===== config.mk =====
export PLATFORM = sky130hd
export DESIGN_NAME = linear_probe_hash_table_flat
export DESIGN_NICKNAME = d
export VERILOG_FILES = /design/src/hdl/lpht_pkg.sv /design/src/hdl/lpht_req_if.sv /design/src/hdl/lpht_rsp_if.sv /design/src/hdl/linear_probe_hash_table.sv /design/src/hdl/lpht_ram.sv /design/src/hdl/lpht_mod.sv /design/src/hdl/lpht_ctrl.sv /design/src/flat_wrapper.sv
export SDC_FILE = /design/constraint.sdc
export NUM_CORES = 2
export LEC_CHECK = 0
export BUFFER_PORTS_ARGS = -buffer_cell sky130_fd_sc_hd__buf_4
export CAP_MARGIN = 0
export CELL_PAD_IN_SITES_DETAIL_PLACEMENT = 0
export CELL_PAD_IN_SITES_GLOBAL_PLACEMENT = 1
export CORE_ASPECT_RATIO = 1.4
export CORE_MARGIN = 1.5
export CORE_UTILIZATION = 50
export DETAILED_ROUTE_END_ITERATION = 10
export PLACE_DENSITY = 0.77
export SLEW_MARGIN = 20
export SYNTH_ARGS = -nofsm -noshare
export SYNTH_HDL_FRONTEND = slang
export SYNTH_SLANG_ARGS = --single-unit

===== constraint.sdc =====
create_clock -name clk_i -period 11.65 [get_ports clk_i]
set_input_delay 2.33 -clock clk_i [delete_from_list [all_inputs] [get_ports clk_i]]
set_output_delay 2.33 -clock clk_i [all_outputs]
set_load 0.05 [all_outputs]

===== src/hdl/lpht_pkg.sv =====
package lpht_pkg;

  // Fixed field widths
  localparam int unsigned SIZE_W     = 7;
  localparam int unsigned KEY_W      = 32;
  localparam int unsigned STATUS_W   = 3;
  localparam int unsigned SLOT_OUT_W = 6;

  localparam int unsigned       MAX_SLOTS_DEF = 64;
  localparam logic [SIZE_W-1:0] SIZE_RESET    = 7'd40;

  // One more than the largest value the 7-bit size register can hold
  localparam int unsigned SIZE_REACH = 128;

  // Remainder unit: key bits retired per cycle
  localparam int unsigned MOD_BITS  = 4;
  localparam int unsigned MOD_STEPS = KEY_W / MOD_BITS;

  typedef enum logic {
    OP_INSERT = 1'b0,
    OP_SEARCH = 1'b1
  } op_e;

  typedef enum logic [STATUS_W-1:0] {
    ST_INSERTED  = 3'd0,
    ST_DUPLICATE = 3'd1,
    ST_FULL      = 3'd2,
    ST_FOUND     = 3'd3,
    ST_NOT_FOUND = 3'd4
  } status_e;

  typedef enum logic [1:0] {
    S_IDLE,
    S_HASH,
    S_PROBE,
    S_RESP
  } state_e;

  typedef struct packed {
    logic              start;
    logic [KEY_W-1:0]  dividend;
    logic [SIZE_W-1:0] divisor;
  } mod_req_t;

  typedef struct packed {
    logic              done;
    logic [SIZE_W-1:0] rem;
  } mod_rsp_t;

endpackage


===== src/hdl/lpht_req_if.sv =====
interface lpht_req_if;
  logic                       valid;
  logic                       ready;
  logic                       opcode;
  logic [lpht_pkg::KEY_W-1:0] key;

  modport source (output valid, output opcode, output key, input ready);
  modport sink   (input valid, input opcode, input key, output ready);
endinterface


===== src/hdl/lpht_rsp_if.sv =====
interface lpht_rsp_if;
  logic                            valid;
  logic                            ready;
  logic [lpht_pkg::STATUS_W-1:0]   status;
  logic [lpht_pkg::SLOT_OUT_W-1:0] slot;

  modport source (output valid, output status, output slot, input ready);
  modport sink   (input valid, input status, input slot, output ready);
endinterface


===== src/hdl/linear_probe_hash_table.sv =====
// Open-addressing hash table with linear probing. Each request inserts or
// searches a 32-bit key; the home slot is key mod table_size (0 counts as 1,
// anything above MAX_SLOTS as MAX_SLOTS) and probing walks one slot at a time,
// wrapping at table_size. Insert returns duplicate only when the home slot
// already holds the key, else stores it in the first empty slot, else full.
// Search returns the first occupied slot holding the key, else not found.
// One request is in flight at a time: req.ready is high only while idle, but
// a finished response waits in its own register so the next request can be
// taken meanwhile. The home remainder comes from a restoring unit retiring 4
// key bits a cycle (one load, then eight steps); then one key-store read per
// probed slot is issued, pipelined one a cycle, after which the last slot is
// compared, the end flagged, the response register loaded once it is free,
// and the block returns to idle.
// Occupancy flags clear at reset, so no clearing pass is needed; keys of empty
// slots may be read before written, but the compare ignores them.
// table_size (reset 40) may only be rewritten while the block is idle, and
// rewriting it does not clear stored keys.
module linear_probe_hash_table #(
  parameter int unsigned MAX_SLOTS = lpht_pkg::MAX_SLOTS_DEF
) (
  input  logic                        clk_i,
  input  logic                        rst_ni,
  lpht_req_if.sink                    req,
  lpht_rsp_if.source                  rsp,
  input  logic                        cfg_we_i,
  input  logic [lpht_pkg::SIZE_W-1:0] cfg_data_i
);

  // Slots ever reachable: bounded by the 7-bit size register
  localparam int unsigned DEPTH  = (MAX_SLOTS < lpht_pkg::SIZE_REACH) ? MAX_SLOTS
                                                                        : lpht_pkg::SIZE_REACH;
  localparam int unsigned SLOT_W = $clog2(DEPTH);

  logic [lpht_pkg::SIZE_W-1:0] size_q;
  logic [lpht_pkg::SIZE_W-1:0] eff_size;

  lpht_pkg::mod_req_t mod_req;
  lpht_pkg::mod_rsp_t mod_rsp;

  logic                       ram_we, ram_re;
  logic [SLOT_W-1:0]          ram_waddr, ram_raddr;
  logic [lpht_pkg::KEY_W-1:0] ram_wdata, ram_rdata;

  // table size register
  always_ff @(posedge clk_i or negedge rst_ni) begin
    if (!rst_ni) begin
      size_q <= lpht_pkg::SIZE_RESET;
    end else if (cfg_we_i) begin
      size_q <= cfg_data_i;
    end
  end

  // clamp to 1..MAX_SLOTS
  always_comb begin
    if (size_q == '0) begin
      eff_size = lpht_pkg::SIZE_W'(1);
    end else if (32'(size_q) > MAX_SLOTS) begin
      eff_size = lpht_pkg::SIZE_W'(MAX_SLOTS);
    end else begin
      eff_size = size_q;
    end
  end

  lpht_mod u_mod (
    .clk_i  (clk_i),
    .rst_ni (rst_ni),
    .req_i  (mod_req),
    .rsp_o  (mod_rsp)
  );

  // key store, one write and one registered read port
  lpht_ram #(
    .WIDTH (lpht_pkg::KEY_W),
    .DEPTH (DEPTH)
  ) u_key_ram (
    .clk_i   (clk_i),
    .we_i    (ram_we),
    .waddr_i (ram_waddr),
    .wdata_i (ram_wdata),
    .re_i    (ram_re),
    .raddr_i (ram_raddr),
    .rdata_o (ram_rdata)
  );

  lpht_ctrl #(
    .DEPTH (DEPTH)
  ) u_ctrl (
    .clk_i       (clk_i),
    .rst_ni      (rst_ni),
    .req         (req),
    .rsp         (rsp),
    .eff_size_i  (eff_size),
    .mod_req_o   (mod_req),
    .mod_rsp_i   (mod_rsp),
    .ram_we_o    (ram_we),
    .ram_waddr_o (ram_waddr),
    .ram_wdata_o (ram_wdata),
    .ram_re_o    (ram_re),
    .ram_raddr_o (ram_raddr),
    .ram_rdata_i (ram_rdata)
  );

endmodule


===== src/hdl/lpht_ram.sv =====
module lpht_ram #(
  parameter int unsigned WIDTH = 32,
  parameter int unsigned DEPTH = 64
) (
  input  logic                     clk_i,
  input  logic                     we_i,
  input  logic [$clog2(DEPTH)-1:0] waddr_i,
  input  logic [WIDTH-1:0]         wdata_i,
  input  logic                     re_i,
  input  logic [$clog2(DEPTH)-1:0] raddr_i,
  output logic [WIDTH-1:0]         rdata_o
);

  logic [WIDTH-1:0] mem_q [DEPTH];

  always_ff @(posedge clk_i) begin
    if (we_i) begin
      mem_q[waddr_i] <= wdata_i;
    end
    if (re_i) begin
      rdata_o <= mem_q[raddr_i];
    end
  end

endmodule


===== src/hdl/lpht_mod.sv =====
// Key modulo table size, restoring, MOD_BITS key bits per cycle.
module lpht_mod (
  input  logic               clk_i,
  input  logic               rst_ni,
  input  lpht_pkg::mod_req_t req_i,
  output lpht_pkg::mod_rsp_t rsp_o
);

  localparam int unsigned CNT_W = $clog2(lpht_pkg::MOD_STEPS);

  logic                           busy_q, busy_d;
  logic                           done_q, done_d;
  logic [CNT_W-1:0]               cnt_q, cnt_d;
  logic [lpht_pkg::KEY_W-1:0]     acc_q, acc_d;
  logic [lpht_pkg::SIZE_W-1:0]    div_q, div_d;
  logic [lpht_pkg::SIZE_W-1:0]    rem_q, rem_d;
  logic [lpht_pkg::SIZE_W-1:0]    step_rem;

  // MOD_BITS dependent shift-compare-subtract steps on a narrow remainder
  always_comb begin : step
    logic [lpht_pkg::SIZE_W:0] t;
    step_rem = rem_q;
    for (int i = 0; i < lpht_pkg::MOD_BITS; i++) begin
      t = {step_rem, acc_q[lpht_pkg::KEY_W-1-i]};
      if (t >= {1'b0, div_q}) begin
        t = t - {1'b0, div_q};
      end
      step_rem = t[lpht_pkg::SIZE_W-1:0];
    end
  end

  always_comb begin
    busy_d = busy_q;
    done_d = 1'b0;
    cnt_d  = cnt_q;
    acc_d  = acc_q;
    div_d  = div_q;
    rem_d  = rem_q;
    if (req_i.start) begin
      busy_d = 1'b1;
      cnt_d  = '0;
      acc_d  = req_i.dividend;
      div_d  = req_i.divisor;
      rem_d  = '0;
    end else if (busy_q) begin
      rem_d = step_rem;
      acc_d = acc_q << lpht_pkg::MOD_BITS;
      cnt_d = cnt_q + 1'b1;
      if (cnt_q == CNT_W'(lpht_pkg::MOD_STEPS - 1)) begin
        busy_d = 1'b0;
        done_d = 1'b1;
      end
    end
  end

  always_ff @(posedge clk_i or negedge rst_ni) begin
    if (!rst_ni) begin
      busy_q <= 1'b0;
      done_q <= 1'b0;
      cnt_q  <= '0;
    end else begin
      busy_q <= busy_d;
      done_q <= done_d;
      cnt_q  <= cnt_d;
    end
  end

  always_ff @(posedge clk_i) begin
    acc_q <= acc_d;
    div_q <= div_d;
    rem_q <= rem_d;
  end

  assign rsp_o.done = done_q;
  assign rsp_o.rem  = rem_q;

endmodule


===== src/hdl/lpht_ctrl.sv =====
// Request sequencer: hash, pipelined probe walk, response register.
module lpht_ctrl #(
  parameter int unsigned DEPTH = lpht_pkg::MAX_SLOTS_DEF
) (
  input  logic                        clk_i,
  input  logic                        rst_ni,
  lpht_req_if.sink                    req,
  lpht_rsp_if.source                  rsp,
  input  logic [lpht_pkg::SIZE_W-1:0] eff_size_i,
  output lpht_pkg::mod_req_t          mod_req_o,
  input  lpht_pkg::mod_rsp_t          mod_rsp_i,
  output logic                        ram_we_o,
  output logic [$clog2(DEPTH)-1:0]    ram_waddr_o,
  output logic [lpht_pkg::KEY_W-1:0]  ram_wdata_o,
  output logic                        ram_re_o,
  output logic [$clog2(DEPTH)-1:0]    ram_raddr_o,
  input  logic [lpht_pkg::KEY_W-1:0]  ram_rdata_i
);

  localparam int unsigned SLOT_W = $clog2(DEPTH);
  localparam int unsigned SW     = lpht_pkg::SIZE_W;

  lpht_pkg::state_e  state_q, state_d;
  lpht_pkg::op_e     op_q, op_d;
  lpht_pkg::status_e res_status_q, res_status_d;
  lpht_pkg::status_e rsp_status_q, rsp_status_d;

  logic [lpht_pkg::KEY_W-1:0]     key_q, key_d;
  logic [SW-1:0]                  n_q, n_d;
  logic [SW-1:0]                  iss_loc_q, iss_loc_d;
  logic [SW-1:0]                  iss_cnt_q, iss_cnt_d;
  logic                           cmp_vld_q, cmp_vld_d;
  logic [SW-1:0]                  cmp_loc_q, cmp_loc_d;
  logic                           cmp_first_q, cmp_first_d;
  logic [DEPTH-1:0]               occ_q, occ_d;
  logic [SW-1:0]                  res_slot_q, res_slot_d;
  logic                           rsp_vld_q, rsp_vld_d;
  logic [lpht_pkg::SLOT_OUT_W-1:0] rsp_slot_q, rsp_slot_d;

  logic cmp_occ, cmp_hit, issue_en, exhausted, ins_stop, srch_stop, rsp_free;

  always_comb begin
    cmp_occ   = occ_q[SLOT_W'(cmp_loc_q)];
    cmp_hit   = cmp_occ && (ram_rdata_i == key_q);
    issue_en  = (state_q == lpht_pkg::S_PROBE) && (iss_cnt_q != n_q);
    exhausted = (state_q == lpht_pkg::S_PROBE) && !cmp_vld_q && (iss_cnt_q == n_q);
    ins_stop  = (state_q == lpht_pkg::S_PROBE) && cmp_vld_q && (op_q == lpht_pkg::OP_INSERT)
                && ((cmp_first_q && cmp_hit) || !cmp_occ);
    srch_stop = (state_q == lpht_pkg::S_PROBE) && cmp_vld_q && (op_q == lpht_pkg::OP_SEARCH)
                && cmp_hit;
    rsp_free  = !rsp_vld_q || rsp.ready;
  end

  // Next state
  always_comb begin
    state_d = state_q;
    case (state_q)
      lpht_pkg::S_IDLE: begin
        if (req.valid) begin
          state_d = lpht_pkg::S_HASH;
        end
      end
      lpht_pkg::S_HASH: begin
        if (mod_rsp_i.done) begin
          state_d = lpht_pkg::S_PROBE;
        end
      end
      lpht_pkg::S_PROBE: begin
        if (ins_stop || srch_stop || exhausted) begin
          state_d = lpht_pkg::S_RESP;
        end
      end
      lpht_pkg::S_RESP: begin
        if (rsp_free) begin
          state_d = lpht_pkg::S_IDLE;
        end
      end
      default: state_d = lpht_pkg::S_IDLE;
    endcase
  end

  // Datapath control
  always_comb begin
    op_d         = op_q;
    key_d        = key_q;
    n_d          = n_q;
    iss_loc_d    = iss_loc_q;
    iss_cnt_d    = iss_cnt_q;
    cmp_vld_d    = cmp_vld_q;
    cmp_loc_d    = cmp_loc_q;
    cmp_first_d  = cmp_first_q;
    occ_d        = occ_q;
    res_status_d = res_status_q;
    res_slot_d   = res_slot_q;
    rsp_vld_d    = rsp_vld_q && !rsp.ready;
    rsp_status_d = rsp_status_q;
    rsp_slot_d   = rsp_slot_q;

    mod_req_o.start    = 1'b0;
    mod_req_o.dividend = req.key;
    mod_req_o.divisor  = eff_size_i;

    ram_we_o    = 1'b0;
    ram_waddr_o = SLOT_W'(cmp_loc_q);
    ram_wdata_o = key_q;
    ram_re_o    = 1'b0;
    ram_raddr_o = SLOT_W'(iss_loc_q);

    case (state_q)
      lpht_pkg::S_IDLE: begin
        if (req.valid) begin
          op_d            = lpht_pkg::op_e'(req.opcode);
          key_d           = req.key;
          n_d             = eff_size_i;
          mod_req_o.start = 1'b1;
        end
      end
      lpht_pkg::S_HASH: begin
        iss_loc_d = mod_rsp_i.rem;
        iss_cnt_d = '0;
        cmp_vld_d = 1'b0;
      end
      lpht_pkg::S_PROBE: begin
        // issue read of the next slot while comparing the previous one
        cmp_vld_d = issue_en;
        if (issue_en) begin
          ram_re_o    = 1'b1;
          cmp_loc_d   = iss_loc_q;
          cmp_first_d = (iss_cnt_q == '0);
          iss_cnt_d   = iss_cnt_q + 1'b1;
          iss_loc_d   = (iss_loc_q + 1'b1 == n_q) ? '0 : iss_loc_q + 1'b1;
        end
        if (ins_stop) begin
          res_slot_d = cmp_loc_q;
          if (cmp_first_q && cmp_hit) begin
            res_status_d = lpht_pkg::ST_DUPLICATE;
          end else begin
            res_status_d                = lpht_pkg::ST_INSERTED;
            ram_we_o                    = 1'b1;
            occ_d[SLOT_W'(cmp_loc_q)]   = 1'b1;
          end
        end else if (srch_stop) begin
          res_status_d = lpht_pkg::ST_FOUND;
          res_slot_d   = cmp_loc_q;
        end else if (exhausted) begin
          res_status_d = (op_q == lpht_pkg::OP_INSERT) ? lpht_pkg::ST_FULL
                                                       : lpht_pkg::ST_NOT_FOUND;
          res_slot_d   = '0;
        end
      end
      lpht_pkg::S_RESP: begin
        if (rsp_free) begin
          rsp_vld_d    = 1'b1;
          rsp_status_d = res_status_q;
          rsp_slot_d   = lpht_pkg::SLOT_OUT_W'(res_slot_q);
        end
      end
      default: ;
    endcase
  end

  always_ff @(posedge clk_i or negedge rst_ni) begin
    if (!rst_ni) begin
      state_q   <= lpht_pkg::S_IDLE;
      occ_q     <= '0;
      rsp_vld_q <= 1'b0;
      cmp_vld_q <= 1'b0;
    end else begin
      state_q   <= state_d;
      occ_q     <= occ_d;
      rsp_vld_q <= rsp_vld_d;
      cmp_vld_q <= cmp_vld_d;
    end
  end

  always_ff @(posedge clk_i) begin
    op_q         <= op_d;
    key_q        <= key_d;
    n_q          <= n_d;
    iss_loc_q    <= iss_loc_d;
    iss_cnt_q    <= iss_cnt_d;
    cmp_loc_q    <= cmp_loc_d;
    cmp_first_q  <= cmp_first_d;
    res_status_q <= res_status_d;
    res_slot_q   <= res_slot_d;
    rsp_status_q <= rsp_status_d;
    rsp_slot_q   <= rsp_slot_d;
  end

  assign req.ready  = (state_q == lpht_pkg::S_IDLE);
  assign rsp.valid  = rsp_vld_q;
  assign rsp.status = rsp_status_q;
  assign rsp.slot   = rsp_slot_q;

endmodule

===== src/flat_wrapper.sv =====
// flat-port wrapper written by rule: the top's interface ports become plain ports
module linear_probe_hash_table_flat 
#(
  parameter int unsigned MAX_SLOTS = lpht_pkg::MAX_SLOTS_DEF
)
  (clk_i, rst_ni, cfg_we_i, cfg_data_i, req_valid, req_opcode, req_key, req_ready, rsp_valid, rsp_status, rsp_slot, rsp_ready);
  lpht_req_if req_i ();
  lpht_rsp_if rsp_i ();
  input  logic clk_i;
  input  logic rst_ni;
  input  logic cfg_we_i;
  input  logic [lpht_pkg::SIZE_W-1:0] cfg_data_i;
  input wire logic [$bits(req_i.valid)-1:0] req_valid;
  input wire logic [$bits(req_i.opcode)-1:0] req_opcode;
  input wire logic [$bits(req_i.key)-1:0] req_key;
  output wire logic [$bits(req_i.ready)-1:0] req_ready;
  output wire logic [$bits(rsp_i.valid)-1:0] rsp_valid;
  output wire logic [$bits(rsp_i.status)-1:0] rsp_status;
  output wire logic [$bits(rsp_i.slot)-1:0] rsp_slot;
  input wire logic [$bits(rsp_i.ready)-1:0] rsp_ready;
  assign req_i.valid = req_valid;
  assign req_i.opcode = req_opcode;
  assign req_i.key = req_key;
  assign req_ready = req_i.ready;
  assign rsp_valid = rsp_i.valid;
  assign rsp_status = rsp_i.status;
  assign rsp_slot = rsp_i.slot;
  assign rsp_i.ready = rsp_ready;
  linear_probe_hash_table #(.MAX_SLOTS(MAX_SLOTS)) u_core (.clk_i(clk_i), .rst_ni(rst_ni), .req(req_i), .rsp(rsp_i), .cfg_we_i(cfg_we_i), .cfg_data_i(cfg_data_i));
endmodule

==> results by group <==
Yosys
  • Async set or reset register ratio after synthesis: 0.0351
  • Mapped cell area: 0.0885 sq mm
  • Seq cells post-synth: 2,278
  • Yosys warns: 0
  • Top post-synthesis cells by area: edfxtp_1 74%, mux4_2 17%, dfrtp_1 2.2%, nand2_1 0.54%, ha_1 0.52%
  • Synth Flop Type: edfxtp_1
  • Syn avg cell area: 22.9 sq um
  • Synth area leader: edfxtp_1
  • Sequential cell area fraction in the yosys report: 0.767
  • Mapped Nets: slightly below 4,000
  • Distinct cells, synth: between 70 and 80
  • Number of synthesized flops with an enable pin: 2,191
  • Cells after Synth: approximately 3,900
  • Post-synth top area share: 0.743

Setup path
  • Nature of the critical path startpoint: register
  • Reg2reg path depth: 30
  • Slowest library cell on the worst path: fa_1
  • Critical path arrival: 9.18 ns
  • Start of the worst register-to-register path: u_core.u_ctrl.n_q[1]
  • Most Frequent Cell on Critical Path: a21oi_1
  • CP peak stage delay: 0.56 ns
  • R2R Setup Slk: 3.18 ns
  • Reg2reg end: u_core.u_mod.rem_q[2]
  • Worst-path fanout max: 9
  • CP endpoint kind: register
  • Req. time, crit path: roughly 12 ns
  • Critical path type: register to register

GRT
  • First-pass GRT wire length: approximately 300,000 microns
  • Total GRT Usage: 0.240
  • Via count of the first global-routing pass: about 42,000
  • Grt ovf: 0
  • Largest net degree at the start of global routing: a little over 100
  • Initial antenna violation count: 6

Clock tree
  • CTS root buf: clkbuf_16
  • Clock transition at path regs: 0.07 ns
  • CTS tree: yes
  • Worst-case clock buffer depth: 3
  • # H-tree levels: 4
  • Worst skew pair latency: 0.85 ns
  • Hold_buf cts: 0
  • Post-CTS setup buffers: 0
  • Num CTS Buffers: 191
  • Cts repair resizes: 0
  • # clock sinks: 2,278

Floorplanning
  • # rows: 182
  • # IOs: 56
  • Die Y: about 500 microns
  • Die area: 0.180 sq mm
  • Chip Width: 359 microns
  • Initial Utilization: 0.504
  • Core Region: 0.176 sq mm

Drt
  • Final WL: between 200,000 and 250,000 microns
  • Detailed Routing Iterations Pass 1: 7
  • Iteration-0 DRC count of the detailed router: 4,825
  • # DRC: 0
  • Vias per inst: 6.27
  • Post-DRT Antenna Nets: 0
  • WL/cell: 32.5 microns
  • Via Count: roughly 40,000

Run
  • Max-Cap Viols: 0

Placement
  • GP Congestion: 0.815
  • Placed cell area: 0.0927 sq mm
  • Post-DP HPWL: 112,000 microns
  • IO buf count: 55

Final layout
  • Share of cells above drive strength 1: 0.299
  • Final net count: 4,145
  • Most frequent cells in the layout: 2,191 x edfxtp_1, 661 x mux4_2, 192 x clkbuf_16, 179 x buf_4, 127 x nand2_1
  • Finished Cell Area: 0.0989 sq mm
  • Synthesis-to-finish area growth: 11.7%
  • Multi-input gate area: 0.0202 sq mm
  • FF+latch area: 0.0679 sq mm
  • Fillers: 12,700
  • Commonest non-fill, non-tap cell in the layout: edfxtp_1

Worst hold path
  • Hold Path Class: register to register
  • Hold Path Stages: 0
  • Hold Path End: u_core.u_ctrl.rsp.slot[1]
  • Worst Hold Launch: u_core.u_ctrl.res_slot_q[1]

Timing
  • Fin crit period: 8.47 ns
  • Setup Viol. Count Final: 0
  • Fmax: 0.118 GHz
  • Slew HR: 0.269
  • Slew @ Worst Pin: 1.09 ns
  • RSZ-0062 raised after global routing: no
  • Final period utilization: 0.727
  • Final Hold Violating Endpoints: 0
  • Clock Skew: 0.0412 ns
  • Slew Viols, Final: 0
  • Post-route setup TNS: 0 ns

Outcome
  • Status: complete, no violations

Power
  • Power per Cell Area: 248 mW/mm^2
  • Leak: 31.4 nW
  • Maximum VDD drop: between 200 and 300 uV
-- registers in the layout, indices dropped and copies added, names as in the netlist, 3 cells and up --
signal,flops
u_core.size_q,7
u_core.u_ctrl.cmp_loc_q,6
u_core.u_ctrl.iss_cnt_q,7
u_core.u_ctrl.iss_loc_q,7
u_core.u_ctrl.n_q,7
u_core.u_ctrl.occ_q,64
u_core.u_ctrl.ram_wdata_o,32
u_core.u_ctrl.res_slot_q,6
u_core.u_ctrl.res_status_q,3
u_core.u_ctrl.rsp.slot,6
u_core.u_ctrl.rsp.status,3
u_core.u_key_ram.mem_q,2048
u_core.u_key_ram.rdata_o,32
u_core.u_mod.acc_q,32
u_core.u_mod.cnt_q,3
u_core.u_mod.rem_q,7
-- Yosys cell counts, drive strengths merged, types with 25 or more instances --
master,count
edfxtp,2191
mux4,661
nand2,127
clkbuf,113
nor2,95
dfrtp,78
buf,76
or2,60
xor2,48
mux2i,42
mux2,41
o21ai,38
ha,37
inv,37
a21oi,25
-- worst max-delay path by stage --
| stage | cells past startpoint | slack [ns] | endpoint | startpoint |
|---|---|---|---|---|
| after detailed placement | 31 | 3.05 | u_core.u_mod.rem_q[2] | u_core.u_ctrl.n_q[0] |
| after CTS | 31 | 2.99 | u_core.u_mod.rem_q[2] | u_core.u_ctrl.n_q[0] |
| final | 30 | 3.18 | u_core.u_mod.rem_q[2] | u_core.u_ctrl.n_q[1] |
| after global placement | 30 | 2.90 | u_core.u_mod.rem_q[2] | u_core.u_ctrl.n_q[1] |
| after global routing | 30 | 2.47 | u_core.u_mod.rem_q[2] | u_core.u_ctrl.n_q[1] |
| after floorplan | 31 | 4.37 | u_core.u_mod.rem_q[2] | u_core.u_ctrl.n_q[1] |
-- cell type report --
cell class	instances	area share
well taps	2300	0.0291
repair buffers	188	0.0154
inverters	38	0.00144
multi-input cells	1362	0.204
clock buffers	227	0.0501
clock inverters	127	0.0125
flip-flops and latches	2278	0.687
diodes	7	0.000177
-- cells by family (layout without fill, tap and decap cells) --
kind of cell,after synthesis,in the layout,share of synthesized area
simple gates,372,372,0.0201
mux,744,744,0.178
flops,2278,2278,0.767
compound gates,135,135,0.0113
xor+xnor,70,70,0.00692
fa+ha+maj,41,41,0.00613
other cells,0,7,0
buf+inv,227,580,0.00999
-- layer usage --
layer / share of wire / GRT usage / vias up
met5: 0.00014 / 0 / -
met4: 0.030 / 0.0733 / 4
met3: 0.072 / 0.0389 / 352
met2: 0.53 / 0.420 / 1868
met1: 0.37 / 0.308 / 22100
li1: - / - / 16600
-- critical path: cells and delay by family (launching register included) --
family | cells | cell delay (ns)
buffers and inverters | 2 | 0.33
AOI/OAI and AO/OA | 20 | 4.51
adders and majority gates | 4 | 1.56
muxes | 2 | 0.77
and+or+nand+nor | 2 | 0.71
DFF | 1 | 0.50
-- where the power goes --
group / internal [W] / switching [W] / leakage, nW
Sequential: 0.00966 / 0.000197 / 20.9
Combinational: 0.00386 / 0.00446 / 7.50
Clock: 0.00344 / 0.00293 / 3.01
Total: 0.0170 / 0.00758 / 31.4
-- through the flow --
step                      instances  setup WS, ns  power [W]   util  hold WS [ns]
after CTS                      6520          2.99     0.0248  0.562         0.429
final                          6527          3.18     0.0245  0.563         0.430
after detailed placement       6166          3.05     0.0184  0.527         0.405
after global routing           6521          2.47     0.0256  0.562         0.437
after global placement         6166          2.90     0.0184  0.527         0.414
after floorplan                3867          4.37     0.0162      -         0.400
Note: power is estimated with default switching activity, not from simulation.
